File: src/hdl/assert_macros.svh
// Assertion macros for the RTL of the LFU cache block.
`ifndef ASSERT_MACROS_SVH
`define ASSERT_MACROS_SVH

// Property that must hold at every rising edge outside reset.
`define ASSERT_CLK(label, clk, rst_n, prop, msg) \
  label: assert property (@(posedge clk) disable iff (!rst_n) (prop)) else $error(msg);

// Condition that must never be seen at a rising edge outside reset.
`define ASSERT_NEVER(label, clk, rst_n, cond, msg) \
  label: assert property (@(posedge clk) disable iff (!rst_n) !(cond)) else $error(msg);

`endif

File: src/hdl/lfu_pkg.sv
// Package of the LFU cache: default sizes, access codes, FSM states and control structs.
package lfu_pkg;

  // Default sizes
  localparam int unsigned ENTRIES_DEF     = 8;
  localparam int unsigned TAG_WIDTH_DEF   = 32;
  localparam int unsigned WORD_WIDTH_DEF  = 32;
  localparam int unsigned COUNT_WIDTH_DEF = 16;

  // Capacity register
  localparam int unsigned CAP_WIDTH = 4;
  localparam logic [CAP_WIDTH-1:0] CAPACITY_RESET = 4'd5;

  // Access codes on the mode field
  localparam logic MODE_INSERT = 1'b0;
  localparam logic MODE_READ   = 1'b1;

  typedef enum logic [1:0] {
    ST_IDLE,
    ST_SCAN,
    ST_FINISH
  } ctrl_state_e;

  // Controller to datapath
  typedef struct packed {
    logic load;    // latch the accepted beat, clear search trackers
    logic scan;    // walk one entry
    logic commit;  // write the table on an insert and load the response register
  } cmd_t;

  // Datapath to controller
  typedef struct packed {
    logic scan_done;  // last entry is being examined this cycle
    logic out_free;   // response register can take a new beat
  } status_t;

endpackage

File: src/hdl/lfu_if.sv
// Valid/ready channel interfaces of the LFU cache: request, response and configuration.
interface lfu_req_if #(
  parameter int unsigned TAG_WIDTH  = lfu_pkg::TAG_WIDTH_DEF,
  parameter int unsigned WORD_WIDTH = lfu_pkg::WORD_WIDTH_DEF
);
  logic                  valid;
  logic                  ready;
  logic                  mode;
  logic [TAG_WIDTH-1:0]  key_tag;
  logic [WORD_WIDTH-1:0] data_word;

  modport source (output valid, output mode, output key_tag, output data_word, input ready);
  modport sink   (input valid, input mode, input key_tag, input data_word, output ready);
endinterface

interface lfu_rsp_if #(
  parameter int unsigned TAG_WIDTH   = lfu_pkg::TAG_WIDTH_DEF,
  parameter int unsigned WORD_WIDTH  = lfu_pkg::WORD_WIDTH_DEF,
  parameter int unsigned COUNT_WIDTH = lfu_pkg::COUNT_WIDTH_DEF
);
  logic                   valid;
  logic                   ready;
  logic                   hit;
  logic                   evicted;
  logic [TAG_WIDTH-1:0]   victim_tag;
  logic [COUNT_WIDTH-1:0] victim_uses;
  logic [WORD_WIDTH-1:0]  read_word;

  modport source (output valid, output hit, output evicted, output victim_tag,
                  output victim_uses, output read_word, input ready);
  modport sink   (input valid, input hit, input evicted, input victim_tag,
                  input victim_uses, input read_word, output ready);
endinterface

interface lfu_cfg_if;
  logic                           valid;
  logic                           ready;
  logic [lfu_pkg::CAP_WIDTH-1:0]  capacity;

  modport source (output valid, output capacity, input ready);
  modport sink   (input valid, input capacity, output ready);
endinterface

File: src/hdl/lfu_ram.sv
// Generic single-write, single-read RAM with registered read data.
module lfu_ram #(
  parameter int unsigned WIDTH = 8,
  parameter int unsigned DEPTH = 8
) (
  input  logic                     clk_i,
  input  logic                     we_i,
  input  logic [$clog2(DEPTH)-1:0] waddr_i,
  input  logic [WIDTH-1:0]         wdata_i,
  input  logic [$clog2(DEPTH)-1:0] raddr_i,
  output logic [WIDTH-1:0]         rdata_o
);

  logic [WIDTH-1:0] mem_q [DEPTH];
  logic [WIDTH-1:0] rdata_q;

  // Write port
  always_ff @(posedge clk_i) begin
    if (we_i) begin
      mem_q[waddr_i] <= wdata_i;
    end
  end

  // Registered read port
  always_ff @(posedge clk_i) begin
    rdata_q <= mem_q[raddr_i];
  end

  assign rdata_o = rdata_q;

endmodule

File: src/hdl/lfu_ctrl.sv
// Sequencer of the LFU cache: accept a beat, walk the entries, commit and respond.
module lfu_ctrl (
  input  logic             clk_i,
  input  logic             rst_ni,
  input  logic             req_valid_i,
  output logic             req_ready_o,
  input  lfu_pkg::status_t status_i,
  output lfu_pkg::cmd_t    cmd_o
);

  lfu_pkg::ctrl_state_e state_q, state_d;

  // State register
  always_ff @(posedge clk_i or negedge rst_ni) begin
    if (!rst_ni) begin
      state_q <= lfu_pkg::ST_IDLE;
    end else begin
      state_q <= state_d;
    end
  end

  // Next state
  always_comb begin
    state_d = state_q;
    unique case (state_q)
      lfu_pkg::ST_IDLE: begin
        if (req_valid_i) state_d = lfu_pkg::ST_SCAN;
      end
      lfu_pkg::ST_SCAN: begin
        if (status_i.scan_done) state_d = lfu_pkg::ST_FINISH;
      end
      lfu_pkg::ST_FINISH: begin
        if (status_i.out_free) state_d = lfu_pkg::ST_IDLE;
      end
      default: begin
        state_d = lfu_pkg::ST_IDLE;
      end
    endcase
  end

  // Outputs
  always_comb begin
    req_ready_o = 1'b0;
    cmd_o       = '0;
    unique case (state_q)
      lfu_pkg::ST_IDLE: begin
        req_ready_o = 1'b1;
        cmd_o.load  = req_valid_i;
      end
      lfu_pkg::ST_SCAN: begin
        cmd_o.scan = 1'b1;
      end
      lfu_pkg::ST_FINISH: begin
        cmd_o.commit = status_i.out_free;
      end
      default: begin
        cmd_o = '0;
      end
    endcase
  end

endmodule

File: src/hdl/lfu_dpath.sv
// Datapath of the LFU cache: entry RAM, valid bits, search trackers, commit and response.
`include "assert_macros.svh"

module lfu_dpath #(
  parameter int unsigned ENTRIES     = lfu_pkg::ENTRIES_DEF,
  parameter int unsigned TAG_WIDTH   = lfu_pkg::TAG_WIDTH_DEF,
  parameter int unsigned WORD_WIDTH  = lfu_pkg::WORD_WIDTH_DEF,
  parameter int unsigned COUNT_WIDTH = lfu_pkg::COUNT_WIDTH_DEF
) (
  input  logic                          clk_i,
  input  logic                          rst_ni,
  input  lfu_pkg::cmd_t                 cmd_i,
  output lfu_pkg::status_t              status_o,
  input  logic                          mode_i,
  input  logic [TAG_WIDTH-1:0]          key_tag_i,
  input  logic [WORD_WIDTH-1:0]         data_word_i,
  input  logic                          cfg_valid_i,
  input  logic [lfu_pkg::CAP_WIDTH-1:0] cfg_capacity_i,
  input  logic                          rsp_ready_i,
  output logic                          rsp_valid_o,
  output logic                          hit_o,
  output logic                          evicted_o,
  output logic [TAG_WIDTH-1:0]          victim_tag_o,
  output logic [COUNT_WIDTH-1:0]        victim_uses_o,
  output logic [WORD_WIDTH-1:0]         read_word_o
);

  localparam int unsigned IDX_W = $clog2(ENTRIES);
  localparam int unsigned CNT_W = $clog2(ENTRIES + 1);
  localparam int unsigned CAP_W = lfu_pkg::CAP_WIDTH;
  localparam int unsigned CMP_W = ((CNT_W > CAP_W) ? CNT_W : CAP_W) + 1;
  localparam int unsigned MEM_W = TAG_WIDTH + WORD_WIDTH + COUNT_WIDTH;

  // Latched request
  logic                  mode_q;
  logic [TAG_WIDTH-1:0]  key_q;
  logic [WORD_WIDTH-1:0] data_q;

  // Table state
  logic [ENTRIES-1:0] valid_q;
  logic [CNT_W-1:0]   occ_q;
  logic [CAP_W-1:0]   cap_q;

  // Walk
  logic [CNT_W-1:0] scan_cnt_q;
  logic             proc_vld_q;
  logic [IDX_W-1:0] proc_idx_q;

  // Search trackers
  logic                   match_q;
  logic [IDX_W-1:0]       match_idx_q;
  logic [WORD_WIDTH-1:0]  match_word_q;
  logic [COUNT_WIDTH-1:0] match_uses_q;
  logic                   free_q;
  logic [IDX_W-1:0]       free_idx_q;
  logic                   vic_q;
  logic [IDX_W-1:0]       vic_idx_q;
  logic [TAG_WIDTH-1:0]   vic_tag_q;
  logic [COUNT_WIDTH-1:0] vic_uses_q;

  // Response register
  logic                   rsp_vld_q;
  logic                   rsp_hit_q;
  logic                   rsp_evicted_q;
  logic [TAG_WIDTH-1:0]   rsp_vtag_q;
  logic [COUNT_WIDTH-1:0] rsp_vuses_q;
  logic [WORD_WIDTH-1:0]  rsp_rword_q;

  // RAM ports
  logic             ram_we;
  logic [IDX_W-1:0] ram_waddr;
  logic [MEM_W-1:0] ram_wdata;
  logic [MEM_W-1:0] ram_rdata;

  lfu_ram #(
    .WIDTH (MEM_W),
    .DEPTH (ENTRIES)
  ) u_ram (
    .clk_i   (clk_i),
    .we_i    (ram_we),
    .waddr_i (ram_waddr),
    .wdata_i (ram_wdata),
    .raddr_i (scan_cnt_q[IDX_W-1:0]),
    .rdata_o (ram_rdata)
  );

  // Entry fields as read back: {tag, word, uses}
  logic [TAG_WIDTH-1:0]   ent_tag;
  logic [WORD_WIDTH-1:0]  ent_word;
  logic [COUNT_WIDTH-1:0] ent_uses;
  logic                   ent_vld;

  assign ent_tag  = ram_rdata[MEM_W-1 -: TAG_WIDTH];
  assign ent_word = ram_rdata[COUNT_WIDTH +: WORD_WIDTH];
  assign ent_uses = ram_rdata[COUNT_WIDTH-1:0];
  assign ent_vld  = valid_q[proc_idx_q];

  // Per-entry evaluation
  logic examine, take_match, take_free, take_vic;

  assign examine    = cmd_i.scan && proc_vld_q;
  assign take_match = examine && ent_vld && (ent_tag == key_q) && !match_q;
  assign take_free  = examine && !ent_vld && !free_q;
  assign take_vic   = examine && ent_vld &&
                      (!vic_q || (ent_uses < vic_uses_q) ||
                       ((ent_uses == vic_uses_q) && (ent_tag < vic_tag_q)));

  // Status toward the controller
  assign status_o.scan_done = (scan_cnt_q == CNT_W'(ENTRIES));
  assign status_o.out_free  = !rsp_vld_q || rsp_ready_i;

  // Effective capacity, clamped to one..ENTRIES
  logic [CMP_W-1:0] cap_ext, ent_lim, eff_cap;
  logic             has_room;

  assign cap_ext  = CMP_W'(cap_q);
  assign ent_lim  = CMP_W'(ENTRIES);
  assign eff_cap  = (cap_q == '0) ? CMP_W'(1) : ((cap_ext > ent_lim) ? ent_lim : cap_ext);
  assign has_room = CMP_W'(occ_q) < eff_cap;

  // Commit decision
  logic                   wr_en, occ_inc, evict;
  logic [IDX_W-1:0]       dst_idx;
  logic [COUNT_WIDTH-1:0] sat_uses;

  assign sat_uses = (match_uses_q == '1) ? match_uses_q : match_uses_q + COUNT_WIDTH'(1);

  always_comb begin
    wr_en     = 1'b0;
    occ_inc   = 1'b0;
    evict     = 1'b0;
    dst_idx   = match_idx_q;
    ram_wdata = {key_q, match_word_q, sat_uses};
    if (mode_q == lfu_pkg::MODE_INSERT) begin
      wr_en = 1'b1;
      if (!match_q) begin
        ram_wdata = {key_q, data_q, COUNT_WIDTH'(1)};
        priority if (has_room && free_q) begin
          dst_idx = free_idx_q;
          occ_inc = 1'b1;
        end else if (vic_q) begin
          dst_idx = vic_idx_q;
          evict   = 1'b1;
        end else begin
          dst_idx = free_q ? free_idx_q : '0;
          occ_inc = 1'b1;
        end
      end
    end
  end

  assign ram_we    = cmd_i.commit && wr_en;
  assign ram_waddr = dst_idx;

  // Request latch
  always_ff @(posedge clk_i) begin
    if (cmd_i.load) begin
      mode_q <= mode_i;
      key_q  <= key_tag_i;
      data_q <= data_word_i;
    end
  end

  // Walk counter: each address is issued in the cycle before its entry is examined
  always_ff @(posedge clk_i or negedge rst_ni) begin
    if (!rst_ni) begin
      scan_cnt_q <= '0;
      proc_vld_q <= 1'b0;
      proc_idx_q <= '0;
    end else if (cmd_i.load) begin
      scan_cnt_q <= '0;
      proc_vld_q <= 1'b0;
    end else if (cmd_i.scan) begin
      if (scan_cnt_q != CNT_W'(ENTRIES)) begin
        scan_cnt_q <= scan_cnt_q + CNT_W'(1);
        proc_vld_q <= 1'b1;
        proc_idx_q <= scan_cnt_q[IDX_W-1:0];
      end else begin
        proc_vld_q <= 1'b0;
      end
    end
  end

  // Tracker flags
  always_ff @(posedge clk_i or negedge rst_ni) begin
    if (!rst_ni) begin
      match_q <= 1'b0;
      free_q  <= 1'b0;
      vic_q   <= 1'b0;
    end else if (cmd_i.load) begin
      match_q <= 1'b0;
      free_q  <= 1'b0;
      vic_q   <= 1'b0;
    end else begin
      if (take_match) match_q <= 1'b1;
      if (take_free)  free_q  <= 1'b1;
      if (take_vic)   vic_q   <= 1'b1;
    end
  end

  // Tracker payload
  always_ff @(posedge clk_i) begin
    if (take_match) begin
      match_idx_q  <= proc_idx_q;
      match_word_q <= ent_word;
      match_uses_q <= ent_uses;
    end
    if (take_free) begin
      free_idx_q <= proc_idx_q;
    end
    if (take_vic) begin
      vic_idx_q  <= proc_idx_q;
      vic_tag_q  <= ent_tag;
      vic_uses_q <= ent_uses;
    end
  end

  // Valid bits and occupancy
  always_ff @(posedge clk_i or negedge rst_ni) begin
    if (!rst_ni) begin
      valid_q <= '0;
      occ_q   <= '0;
    end else if (ram_we) begin
      valid_q[dst_idx] <= 1'b1;
      if (occ_inc) occ_q <= occ_q + CNT_W'(1);
    end
  end

  // Capacity register
  always_ff @(posedge clk_i or negedge rst_ni) begin
    if (!rst_ni) begin
      cap_q <= lfu_pkg::CAPACITY_RESET;
    end else if (cfg_valid_i) begin
      cap_q <= cfg_capacity_i;
    end
  end

  // Response beat valid
  always_ff @(posedge clk_i or negedge rst_ni) begin
    if (!rst_ni) begin
      rsp_vld_q <= 1'b0;
    end else if (cmd_i.commit) begin
      rsp_vld_q <= 1'b1;
    end else if (rsp_ready_i) begin
      rsp_vld_q <= 1'b0;
    end
  end

  // Response payload
  always_ff @(posedge clk_i) begin
    if (cmd_i.commit) begin
      rsp_hit_q     <= match_q;
      rsp_evicted_q <= evict;
      rsp_vtag_q    <= evict ? vic_tag_q : '0;
      rsp_vuses_q   <= evict ? vic_uses_q : '0;
      rsp_rword_q   <= ((mode_q == lfu_pkg::MODE_READ) && match_q) ? match_word_q : '0;
    end
  end

  assign rsp_valid_o   = rsp_vld_q;
  assign hit_o         = rsp_hit_q;
  assign evicted_o     = rsp_evicted_q;
  assign victim_tag_o  = rsp_vtag_q;
  assign victim_uses_o = rsp_vuses_q;
  assign read_word_o   = rsp_rword_q;

  // Checks
  `ASSERT_CLK(a_occ_matches_valid, clk_i, rst_ni, $countones(valid_q) == int'(occ_q), "occupancy out of step with valid bits")
  `ASSERT_CLK(a_rsp_from_commit, clk_i, rst_ni, $rose(rsp_vld_q) |-> $past(cmd_i.commit), "response raised without a commit")
  `ASSERT_NEVER(a_evict_on_hit, clk_i, rst_ni, rsp_vld_q && rsp_evicted_q && rsp_hit_q, "eviction reported on a hit")
  `ASSERT_CLK(a_word_only_on_hit, clk_i, rst_ni, (rsp_vld_q && !rsp_hit_q) |-> (rsp_rword_q == '0), "read word nonzero on a miss")

endmodule

File: src/hdl/lfu_cache_table.sv
// A request is accepted only in ST_IDLE, so a new request is not taken until the last one has
// been committed; the entry RAM is walked one entry per cycle through its single read port,
// then ST_FINISH commits once the response register can take the result.
// The result register decouples the sides: a new request is taken while a result waits.
// Reset clears the valid bits, occupancy and the FSM, and sets capacity to 5; entry RAM
// contents stay as they are and need no clearing pass.
module lfu_cache_table #(
  parameter int unsigned ENTRIES     = lfu_pkg::ENTRIES_DEF,
  parameter int unsigned TAG_WIDTH   = lfu_pkg::TAG_WIDTH_DEF,
  parameter int unsigned WORD_WIDTH  = lfu_pkg::WORD_WIDTH_DEF,
  parameter int unsigned COUNT_WIDTH = lfu_pkg::COUNT_WIDTH_DEF
) (
  input logic clk_i,
  input logic rst_ni,
  lfu_req_if.sink   req_i,
  lfu_rsp_if.source rsp_o,
  lfu_cfg_if.sink   cfg_i
);

  lfu_pkg::cmd_t    cmd;
  lfu_pkg::status_t status;
  logic             req_ready;

  // Configuration beats are always taken
  assign cfg_i.ready = 1'b1;
  assign req_i.ready = req_ready;

  lfu_ctrl u_ctrl (
    .clk_i       (clk_i),
    .rst_ni      (rst_ni),
    .req_valid_i (req_i.valid),
    .req_ready_o (req_ready),
    .status_i    (status),
    .cmd_o       (cmd)
  );

  lfu_dpath #(
    .ENTRIES     (ENTRIES),
    .TAG_WIDTH   (TAG_WIDTH),
    .WORD_WIDTH  (WORD_WIDTH),
    .COUNT_WIDTH (COUNT_WIDTH)
  ) u_dpath (
    .clk_i          (clk_i),
    .rst_ni         (rst_ni),
    .cmd_i          (cmd),
    .status_o       (status),
    .mode_i         (req_i.mode),
    .key_tag_i      (req_i.key_tag),
    .data_word_i    (req_i.data_word),
    .cfg_valid_i    (cfg_i.valid),
    .cfg_capacity_i (cfg_i.capacity),
    .rsp_ready_i    (rsp_o.ready),
    .rsp_valid_o    (rsp_o.valid),
    .hit_o          (rsp_o.hit),
    .evicted_o      (rsp_o.evicted),
    .victim_tag_o   (rsp_o.victim_tag),
    .victim_uses_o  (rsp_o.victim_uses),
    .read_word_o    (rsp_o.read_word)
  );

endmodule
File: src/flat_wrapper.sv
// flat-port wrapper written by rule: the top's interface ports become plain ports
module lfu_cache_table_flat 
#(
  parameter int unsigned ENTRIES     = lfu_pkg::ENTRIES_DEF,
  parameter int unsigned TAG_WIDTH   = lfu_pkg::TAG_WIDTH_DEF,
  parameter int unsigned WORD_WIDTH  = lfu_pkg::WORD_WIDTH_DEF,
  parameter int unsigned COUNT_WIDTH = lfu_pkg::COUNT_WIDTH_DEF
)
  (clk_i, rst_ni, req_i_valid, req_i_mode, req_i_key_tag, req_i_data_word, req_i_ready, rsp_o_valid, rsp_o_hit, rsp_o_evicted, rsp_o_victim_tag, rsp_o_victim_uses, rsp_o_read_word, rsp_o_ready, cfg_i_valid, cfg_i_capacity, cfg_i_ready);
  lfu_req_if #(.TAG_WIDTH(TAG_WIDTH), .WORD_WIDTH(WORD_WIDTH)) req_i_i ();
  lfu_rsp_if #(.TAG_WIDTH(TAG_WIDTH), .WORD_WIDTH(WORD_WIDTH), .COUNT_WIDTH(COUNT_WIDTH)) rsp_o_i ();
  lfu_cfg_if cfg_i_i ();
  input logic clk_i;
  input logic rst_ni;
  input wire logic [$bits(req_i_i.valid)-1:0] req_i_valid;
  input wire logic [$bits(req_i_i.mode)-1:0] req_i_mode;
  input wire logic [$bits(req_i_i.key_tag)-1:0] req_i_key_tag;
  input wire logic [$bits(req_i_i.data_word)-1:0] req_i_data_word;
  output wire logic [$bits(req_i_i.ready)-1:0] req_i_ready;
  output wire logic [$bits(rsp_o_i.valid)-1:0] rsp_o_valid;
  output wire logic [$bits(rsp_o_i.hit)-1:0] rsp_o_hit;
  output wire logic [$bits(rsp_o_i.evicted)-1:0] rsp_o_evicted;
  output wire logic [$bits(rsp_o_i.victim_tag)-1:0] rsp_o_victim_tag;
  output wire logic [$bits(rsp_o_i.victim_uses)-1:0] rsp_o_victim_uses;
  output wire logic [$bits(rsp_o_i.read_word)-1:0] rsp_o_read_word;
  input wire logic [$bits(rsp_o_i.ready)-1:0] rsp_o_ready;
  input wire logic [$bits(cfg_i_i.valid)-1:0] cfg_i_valid;
  input wire logic [$bits(cfg_i_i.capacity)-1:0] cfg_i_capacity;
  output wire logic [$bits(cfg_i_i.ready)-1:0] cfg_i_ready;
  assign req_i_i.valid = req_i_valid;
  assign req_i_i.mode = req_i_mode;
  assign req_i_i.key_tag = req_i_key_tag;
  assign req_i_i.data_word = req_i_data_word;
  assign req_i_ready = req_i_i.ready;
  assign rsp_o_valid = rsp_o_i.valid;
  assign rsp_o_hit = rsp_o_i.hit;
  assign rsp_o_evicted = rsp_o_i.evicted;
  assign rsp_o_victim_tag = rsp_o_i.victim_tag;
  assign rsp_o_victim_uses = rsp_o_i.victim_uses;
  assign rsp_o_read_word = rsp_o_i.read_word;
  assign rsp_o_i.ready = rsp_o_ready;
  assign cfg_i_i.valid = cfg_i_valid;
  assign cfg_i_i.capacity = cfg_i_capacity;
  assign cfg_i_ready = cfg_i_i.ready;
  lfu_cache_table #(.ENTRIES(ENTRIES), .TAG_WIDTH(TAG_WIDTH), .WORD_WIDTH(WORD_WIDTH), .COUNT_WIDTH(COUNT_WIDTH)) u_core (.clk_i(clk_i), .rst_ni(rst_ni), .req_i(req_i_i), .rsp_o(rsp_o_i), .cfg_i(cfg_i_i));
endmodule
File: config.mk
export PLATFORM = sky130hd
export DESIGN_NAME = lfu_cache_table_flat
export DESIGN_NICKNAME = d
export VERILOG_FILES = /design/src/hdl/lfu_pkg.sv /design/src/hdl/lfu_if.sv /design/src/hdl/lfu_ram.sv /design/src/hdl/lfu_ctrl.sv /design/src/hdl/lfu_dpath.sv /design/src/hdl/lfu_cache_table.sv /design/src/flat_wrapper.sv
export VERILOG_INCLUDE_DIRS = /design/src /design/src/hdl
export SDC_FILE = /design/constraint.sdc
export NUM_CORES = 1
export LEC_CHECK = 0
export BUFFER_PORTS_ARGS = -buffer_cell sky130_fd_sc_hd__buf_2
export CORE_UTILIZATION = 66
export DETAILED_ROUTE_END_ITERATION = 8
export PLACE_DENSITY = 0.81
export SLEW_MARGIN = 0
export SYNTH_ARGS = -nofsm -noshare
export SYNTH_HDL_FRONTEND = slang
export SYNTH_SLANG_ARGS = --single-unit
File: constraint.sdc
create_clock -name clk_i -period 23.5 [get_ports clk_i]
set_clock_uncertainty 0.1 [all_clocks]
set_input_delay 1.175 -clock clk_i [delete_from_list [all_inputs] [get_ports clk_i]]
set_output_delay 1.175 -clock clk_i [all_outputs]
set_load 0.01 [all_outputs]
==> reports/metrics.csv, run 1 <==
metric,value,unit
hold buffer count at cts,0,
Reg2Reg Setup Slack,18890,ps
clk_lat worst skew,640,ps
Synth area leaders,"edfxtp_1, mux4_2, dfxtp_1, mux2_2, dfrtp_1",
via count,18700,
GRT overflow,0,
syn_nets,2034,
power per cell area,113,nW/µm²
VDD IR max,0.0000689,V
Slew headroom,18.2,%
Resized Gates After CTS,0,
Die Ht,241,µm
post-detail-place hpwl,43300,µm
"CP delay by family, top",buffers and inverters,
initial antenna violation count,1,
Tcrit/Tclk final,19.6,%
final antenna-violating net count,0,
Worst Path Required,23640,ps
type of origin of the critical path,register,
number of global-route vias before repair,19500,
"Slew Viols, Final",0,
Syn Inst Count,1906,
Power Total,0.00478,W
drt first pass iters,5,
XOR/XNOR share of the synthesized area,1.07,%
Max clock buf depth,3,
Tmin final,4610,ps
Setup-failing EPs final,0,
Starting DRT DRC Count,2008,
fmax,217,MHz
leakage power,14.8,nW
nets,2239,
top cell type by total area after synthesis,edfxtp_1,
clock slew at reported path FFs,60,ps
clk sinks,1002,
"count leader, synth",edfxtp_1,
mean post-synth cell area,19.7,µm²
WP buf/inv,3,
CTS Buf Count,94,
setup TNS,0,ps
worst slew pin tran,1220,ps
critical setup path kind,register to register,
"top cells by count, synth","edfxtp_1, mux4_2, nand2_1",
synth warn,0,
Root Driver,clkbuf_16,
post-CTS setup buffers,0,
largest net degree at the start of global routing,95,
Yosys cell types,59,
"Arr. time, crit path",4760,ps
Util after Layout,75.3,%
die area,57900,µm²
Initial Util,66.7,%
fraction of registers with async set/reset,2.99,%
Post-synth top flop,edfxtp_1,
mux share of post-synthesis cell area,12.3,%
number of max-cap violations,0,
synthesis-to-layout area growth,12.9,%
# port buffers,157,
routability cong.,0.848,
crit path cell chain,"buf_4, nor2_4, buf_4, o21ai_1, a211o_1, o21ai_1, nand2_1, nor2_4, buf_4",
Worst Setup End Kind,register,
post-synthesis compound-gate area fraction,1.54,%
RSZ-0062 raised after global routing,false,
Adder-Cell Fraction of Synth Area,1.80,%
htree depth,3,
share of cells above drive strength 1,27.9,%
ant diodes,0,
"FF+latch count, synth",1002,
sequential area share after synthesis,77.5,%
Post-Route WL,79000,µm
core area,56400,µm²
Post-Syn Area,37600,µm²
IO Count,159,
CTS tree,done,
status,completed,
All-Layer GR Usage,28.3,%
Hold Path Class,register to register,
main combinational cell family by area after synthesis,multiplexers,
# DRC,0,
CP max stage delay,940,ps
WL/cell,26.8,µm
Cell Rows,87,
simple-gate share of the synthesized area,4.30,%
"EDFF count, synth",892,
first-pass GRT wire length,118000,µm
Via density,6.33,
critical path peak fanout,52,
Die W,241,µm
"slowest stage cell, crit path",nor2_4,
final hold vios,0,
most frequent cell on the critical path,buf_4,
top cell type's share of synthesized area,71.2,%
==> path summary, 6_finish.rpt <==
path | startpoint | endpoint | depth (start not counted)
min in group asynchronous | rst_ni | u_core.u_dpath.match_q | 1
max in group asynchronous | rst_ni | u_core.u_dpath.scan_cnt_q[1] | 1
max | u_core.u_dpath.mode_q | u_core.u_dpath.u_ram.mem_q[2][69] | 9
min reg2reg | u_core.u_dpath.u_ram.rdata_o[20] | u_core.u_dpath.match_word_q[4] | 0
max reg2reg | u_core.u_dpath.mode_q | u_core.u_dpath.u_ram.mem_q[2][69] | 9
min | u_core.u_dpath.u_ram.rdata_o[20] | u_core.u_dpath.match_word_q[4] | 0
==> layout by cell type, fill, tap and decap left out, drive strengths merged, types with 4 or more instances in the layout <==
master      n
a211oi      5
a21o        5
a21oi      25
and2        4
and3       37
buf       184
bufinv     10
clkbuf    118
clkinv     41
clkinvlp    5
dfrtp      28
dfxtp      80
edfxtp    892
ha         54
inv        65
mux2       84
mux4      162
nand2     135
nand2b      7
nand3      16
nand4      16
nor2       38
nor2b       4
nor3       58
nor4        5
o21ai      23
or2         5
xnor2      42
xor2        4
==> per-layer routing <==
metal | track usage, % | share of wire, % | vias to the layer above
met1 | 39.1 | 39 | 9606
li1 | - | - | 7939
met5 | 0 | 0 | -
met2 | 45.6 | 50 | 966
met3 | 5.12 | 7.6 | 164
met4 | 11.0 | 3.2 | 0
==> state kept, by name, summed over array words and instances, names as in the netlist, 4 cells and up <==
name                          flops
u_core.u_dpath.u_ram.mem_q      640
u_core.u_dpath.u_ram.rdata_o     80
u_core.u_dpath.data_q            32
u_core.u_dpath.key_q             32
u_core.u_dpath.match_word_q      32
u_core.u_dpath.read_word_o       32
u_core.u_dpath.vic_tag_q         32
u_core.u_dpath.victim_tag_o      32
u_core.u_dpath.match_uses_q      16
u_core.u_dpath.vic_uses_q        16
u_core.u_dpath.victim_uses_o     16
u_core.u_dpath.valid_q            8
u_core.u_dpath.cap_q              4
u_core.u_dpath.occ_q              4
u_core.u_dpath.scan_cnt_q         4
==> kinds of logic (layout without fill, tap and decap cells) <==
kind of cell | after synthesis | after routing
fa+ha+maj | 54 | 54
compound gates | 83 | 83
other cells | 1 | 1
simple gates | 335 | 335
buf+inv | 136 | 423
flops | 1002 | 1002
xor+xnor | 46 | 46
mux | 249 | 249
==> stage by stage <==
step | cells | area, µm² | hold slack (ps) | worst slack [ps]
2_1_floorplan | 1906 | 37600 | 286 | 15600
3_3_place_gp | 2771 | 39300 | 287 | 18850
3_5_place_dp | 2771 | 39300 | 289 | 18720
4_1_cts | 2949 | 42500 | 303 | 18970
5_1_grt | 2949 | 42500 | 308 | 18730
6_report | 2949 | 42500 | 303 | 18890
==> power by group <==
| part | total (W) | internal [W] | switching (W) |
|---|---|---|---|
| combinational | 0.000935 | 0.000457 | 0.000479 |
| clock | 0.00154 | 0.000895 | 0.000641 |
| sequential | 0.00231 | 0.00215 | 0.000161 |
==> final cells by class <==
| class | count | area (µm²) |
|---|---|---|
| Multi-Input combinational cell | 768 | 7980 |
| Fill cell | 2973 | 13900 |
| Tap cell | 756 | 946 |
| Inverter | 61 | 230 |
| Clock inverter | 60 | 566 |
| Sequential cell | 1002 | 29200 |
| Timing Repair Buffer | 184 | 1000 |
| Clock buffer | 118 | 2600 |
Power figures use the tool's default switching activity.
==> run 2: changes to the inputs <==
CORE_UTILIZATION = 55   (was 66)
PLACE_DENSITY = 0.71   (was 0.81)
clock period = 4 ns   (was 23.5 ns; I/O delays follow)
==> reports/metrics.csv, run 2 (synthesis results as in run 1) <==
metric,value,unit,change
post-CTS setup buffers,0,,unchanged
first-pass GRT wire length,119000,µm,+0.61%
initial antenna violation count,1,,unchanged
final hold vios,0,,unchanged
Initial Util,55.8,%,-11 points
worst r2r src,u_core.u_dpath.cap_q[2],,
"Arr. time, crit path",3500,ps,-1260 ps
core area,67400,µm²,+20%
final antenna-violating net count,0,,unchanged
die area,69400,µm²,+20%
routability cong.,0.834,,-1.6%
critical setup path kind,register to register,,
VDD IR max,0.000377,V,+450%
Resized Gates After CTS,0,,unchanged
post-route cell area,43900,µm²,+3.2%
leakage power,15.2,nW,+3.3%
Die W,263,µm,+9.5%
power per cell area,649,nW/µm²,+480%
share of cells above drive strength 1,27.1,%,-0.77 points
Root Driver,clkbuf_16,,
Worst Path Required,4170,ps,-19470 ps
All-Layer GR Usage,23.1,%,-5.2 points
setup TNS,0,ps,unchanged
type of origin of the critical path,register,,
Tcrit/Tclk final,83.1,%,+64 points
worst slew pin tran,1070,ps,-151 ps
Util after Layout,65.1,%,-10 points
Reg with most FFs,u_core.u_dpath.u_ram.mem_q,,
reg2reg path depth,8,,-1
Post-Route WL,78000,µm,-1.3%
number of max-cap violations,0,,unchanged
# port buffers,157,,unchanged
CTS tree,done,,
Die Ht,263,µm,+9.5%
Post-Place Cell Area,39800,µm²,+1.2%
Worst Setup EP,u_core.u_dpath.u_ram.mem_q[3][28],,
clk_lat worst skew,660,ps,+20 ps
clk sinks,1002,,unchanged
WL/cell,24.7,µm,-7.7%
RSZ-0062 raised after global routing,false,,
Slew headroom,27.9,%,+9.7 points
critical path peak fanout,32,,-38%
clock slew at reported path FFs,60,ps,about the same
crit path from,u_core.u_dpath.cap_q[2],,
RR Endpoint,u_core.u_dpath.u_ram.mem_q[3][28],,
"commonest cells after routing, fill and taps aside","edfxtp_1, mux4_2, buf_2, nand2_1, clkbuf_16",,
nets,2327,,+3.9%
Worst Setup End Kind,register,,
Setup-failing EPs final,0,,unchanged
max FFs per register,640,,unchanged
fmax,301,MHz,+39%
Via density,5.89,,-7.0%
GRT overflow,0,,unchanged
CTS Buf Count,96,,+2.1%
Power Total,0.0285,W,+500%
"commonest non-fill, non-tap cell in the layout",edfxtp_1,,
Tmin final,3330,ps,-1280 ps
Max clock buf depth,3,,unchanged
IO Count,159,,unchanged
Cell Rows,95,,+9.2%
htree depth,3,,unchanged
status,completed,,
via count,18600,,-0.47%
post-detail-place hpwl,44400,µm,+2.6%
Reg2Reg Setup Slack,670,ps,-18220 ps
Fin Hold WS,117,ps,-185 ps
"Slew Viols, Final",0,,unchanged
largest net degree at the start of global routing,83,,-13%
drt first pass iters,5,,unchanged
Hold Path Class,input pin to async pin,,
synthesis-to-layout area growth,16.6,%,
# DRC,0,,unchanged
Starting DRT DRC Count,1807,,-10%
number of global-route vias before repair,19400,,-0.34%
## run 2: cell count changes in the layout (fill, tap and decap cells not counted), sizes merged
cell and delta:
clkbuf +22, clkinv -15, buf +10, clkinvlp -3
diode +1, bufinv +1, inv -3, dlygate4sd3 +76
## run 2: power breakdown
group | switching (W) | internal (W)
clock network | 0.00375 | 0.00560
registers | 0.000853 | 0.0126
logic | 0.00282 | 0.00282
total | 0.00742 | 0.0210
## run 2: final cells by class
cell class | instances | area [µm²]
timing repair buffer | 270 | 2050
clock buffer | 140 | 2820
fill | 4348 | 23500
antenna | 1 | 2.50
inverter | 61 | 230
tap | 873 | 1090
clock inverter | 40 | 480
multi-input combinational | 768 | 8030
sequential | 1002 | 29200
## run 2: worst min path at each step
stage	end	slack, ps	cells past startpoint
after floorplan	u_core.u_ctrl.state_q[0]	-200	0
after global placement	u_core.u_dpath.occ_q[1]	180	1
after detailed placement	u_core.u_dpath.occ_q[0]	190	1
after CTS	u_core.u_dpath.vic_q	100	2
after global routing	u_core.u_dpath.data_q[27]	140	2
final	u_core.u_dpath.valid_q[0]	120	2
## run 2: worst max-delay path: stages (launching register included)
cell      delay [ps]
dfstp_2          550
nand2_1           60
ha_2             210
nor2_1           100
o211a_1          250
o21ai_4          120
o311ai_4         670
nor3b_4          370
buf_4            510
## run 2: per-stage QoR
step | worst slack [ps] | cells
after floorplan | -495 | 1906
after global placement | 741 | 2898
after detailed placement | 710 | 2898
after CTS | 686 | 3154
after global routing | 522 | 3155
final | 674 | 3155
## run 2: timing repair
item | in CTS | in global routing
endpoints found under the hold margin | 105 | 0
endpoints found under the setup margin | 0 | 0
hold buffers | 76 | 0
## run 2: routing by layer
| layer | GRT usage (%) | wire length, µm |
|---|---|---|
| met3 | 3.94 | 4700 |
| met4 | 8.28 | 2100 |
| met2 | 36.6 | 38000 |
| met5 | 0 | 0 |
| met1 | 32.6 | 33200 |
==> run 3: changes to the inputs <==
clock period = 2.8 ns   (was 4 ns; I/O delays follow)
==> reports/metrics.csv, run 3 (synthesis results as in run 1) <==
metric,value,unit,change
status,"complete, but fails checks",,
failing checks,negative setup slack,,
worst r2r src,u_core.u_dpath.cap_q[2],,
Cell Rows,95,,unchanged
number of max-cap violations,0,,unchanged
die area,69400,µm²,unchanged
Clock Power Share,30.9,%,-1.9 points
DR top layer,met4,,
"commonest non-fill, non-tap cell in the layout",edfxtp_1,,
Die Ht,263,µm,unchanged
fin cells,3320,,+5.2%
ant diodes,0,,-1
Filler cells,3973,,-8.6%
largest net degree at the start of global routing,78,,-6.0%
clk sinks,1002,,unchanged
met2 routed WL,42500,µm,+12%
Reg power frac,45.8,%,-1.5 points
leakage power,16.3,nW,+7.2%
hold path start,req_i_data_word[24],,
# port buffers,157,,unchanged
Reg with most FFs,u_core.u_dpath.u_ram.mem_q,,
power per cell area,898,nW/µm²,+38%
IO Count,159,,unchanged
CTS tree,done,,
Post-Route WL,86000,µm,+10%
Die W,263,µm,unchanged
logic gate share of total power,23.2,%,+3.4 points
worst slew pin tran,993,ps,-80.7 ps
CTS Buf Count,97,,+1.0%
htree depth,3,,unchanged
Max clock buf depth,3,,unchanged
Tcrit/Tclk final,105,%,+22 points
WL/cell,25.9,µm,+4.7%
area of the multi-input gates,8190,µm²,+2.0%
first-pass GRT wire length,124000,µm,+4.8%
"commonest cells after routing, fill and taps aside","edfxtp_1, mux4_2, buf_2, nand2_1, clkbuf_16",,
Root Driver,clkbuf_16,,
All-Layer GR Usage,24.0,%,+0.94 points
met1 wire length,35700,µm,+7.6%
share of cells above drive strength 1,32.9,%,+5.8 points
via count,19700,,+5.9%
GRT overflow,0,,unchanged
sw power,0.0114,W,+53%
type of origin of the critical path,register,,
Starting DRT DRC Count,1981,,+9.6%
VDD IR max,0.000623,V,+65%
initial antenna violation count,2,,+1
core area,67400,µm²,unchanged
Initial Util,55.8,%,unchanged
final antenna-violating net count,0,,unchanged
number of global-route vias before repair,20100,,+3.6%
max FFs per register,640,,unchanged
sw frac,27.4,%,+1.4 points
Via density,5.93,,+0.68%
"Arr. time, crit path",3180,ps,-320 ps
clock slew at reported path FFs,70,ps,about the same
critical setup path kind,register to register,,
"Slew Viols, Final",0,,unchanged
Worst Setup End Kind,register,,
final hold vios,0,,unchanged
Hold Path Class,input pin to register,,
nets,2495,,+7.2%
post-detail-place hpwl,51100,µm,+15%
register area,29200,µm²,unchanged
crit path from,u_core.u_dpath.cap_q[2],,
synthesis-to-layout area growth,22.7,%,
Setup-failing EPs final,535,,+535
Util after Layout,68.5,%,+3.4 points
RSZ-0062 raised after global routing,true,,
clk_lat worst skew,650,ps,about the same
drt first pass iters,6,,+1
# DRC,0,,unchanged
placed cells,3021,,+4.2%
final setup margin,-140,ps,-814 ps
routability cong.,0.844,,+1.2%
critical path peak fanout,7,,-78%
Slew headroom,33.3,%,+5.4 points
WL met3,6120,µm,+30%
Int Power,0.0301,W,+43%
Tmin final,2940,ps,-386 ps
fmax,340,MHz,+13%
Worst Path Required,3040,ps,-1130 ps
==> run 3: timing repair <==
item                       in CTS  in global routing
gates resized for setup        39                 26
setup endpoints to repair     642                697
hold endpoints to repair      105                  0
setup buffers                  22                  5
hold buffers                   77                  0
gates cloned                    4                 16
pin swaps                      18                  8
==> run 3: cell type report <==
| cell class | count | share of cell area [%] |
|---|---|---|
| well taps | 873 | 2.37 |
| clock buffers | 133 | 6.00 |
| inverters | 61 | 0.499 |
| repair buffers | 437 | 9.40 |
| clock inverters | 46 | 0.840 |
| multi-input cells | 768 | 17.7 |
| flip-flops and latches | 1002 | 63.2 |
==> run 3: final timing paths <==
kind / end / slack (ps) / cells after the start
max in group asynchronous: u_core.u_dpath.scan_cnt_q[2] / 1900 / 2
min in group asynchronous: u_core.u_dpath.cap_q[1] / 110 / 2
worst max-delay path: u_core.u_dpath.u_ram.mem_q[4][76] / -140 / 12
worst min register to register: u_core.u_dpath.match_word_q[2] / 300 / 0
worst max register to register: u_core.u_dpath.u_ram.mem_q[4][76] / -140 / 12
worst min-delay path: u_core.u_dpath.data_q[24] / 90 / 2
==> run 3: critical path, stage by stage (launching register included) <==
cell and delay (ps):
dfstp_2 540, nand2_2 70, ha_4 270, o21ai_4 70, buf_4 140, a221oi_4 250
nand3_2 180, o311a_4 200, buf_6 130, nor3_4 220, buf_6 150, buf_12 160
buf_12 140
==> run 3: metrics by stage <==
step	power (W)	setup WS, ps	setup TNS [ps]	hold WS [ps]	area (µm²)
floorplan	0.0251	-1660	-867260	-256	37700
global placement	0.0281	-113	-17810	140	41300
detailed placement	0.0283	-149	-28240	137	41300
CTS	0.0414	-48.7	-3240	58.1	45600
global route	0.0429	-205	-88430	82.6	46200
finish	0.0414	-140	-32410	92.7	46200
==> run 3: power groups by stage <==
stage	Clock [W]	Combinational [W]	Sequential [W]
after floorplan	0	0.00622	0.0188
after global placement	0	0.00889	0.0192
after detailed placement	0	0.00905	0.0193
after CTS	0.0130	0.00951	0.0190
after global routing	0.0135	0.0103	0.0191
final	0.0128	0.00963	0.0190
==> run 3: per-layer routing <==
layer | global-route usage [%] | up-vias
met3 | 4.13 | 132
met2 | 38.8 | 926
li1 | - | 8461
met4 | 6.07 | 0
met1 | 34.3 | 10200
met5 | 0 | -
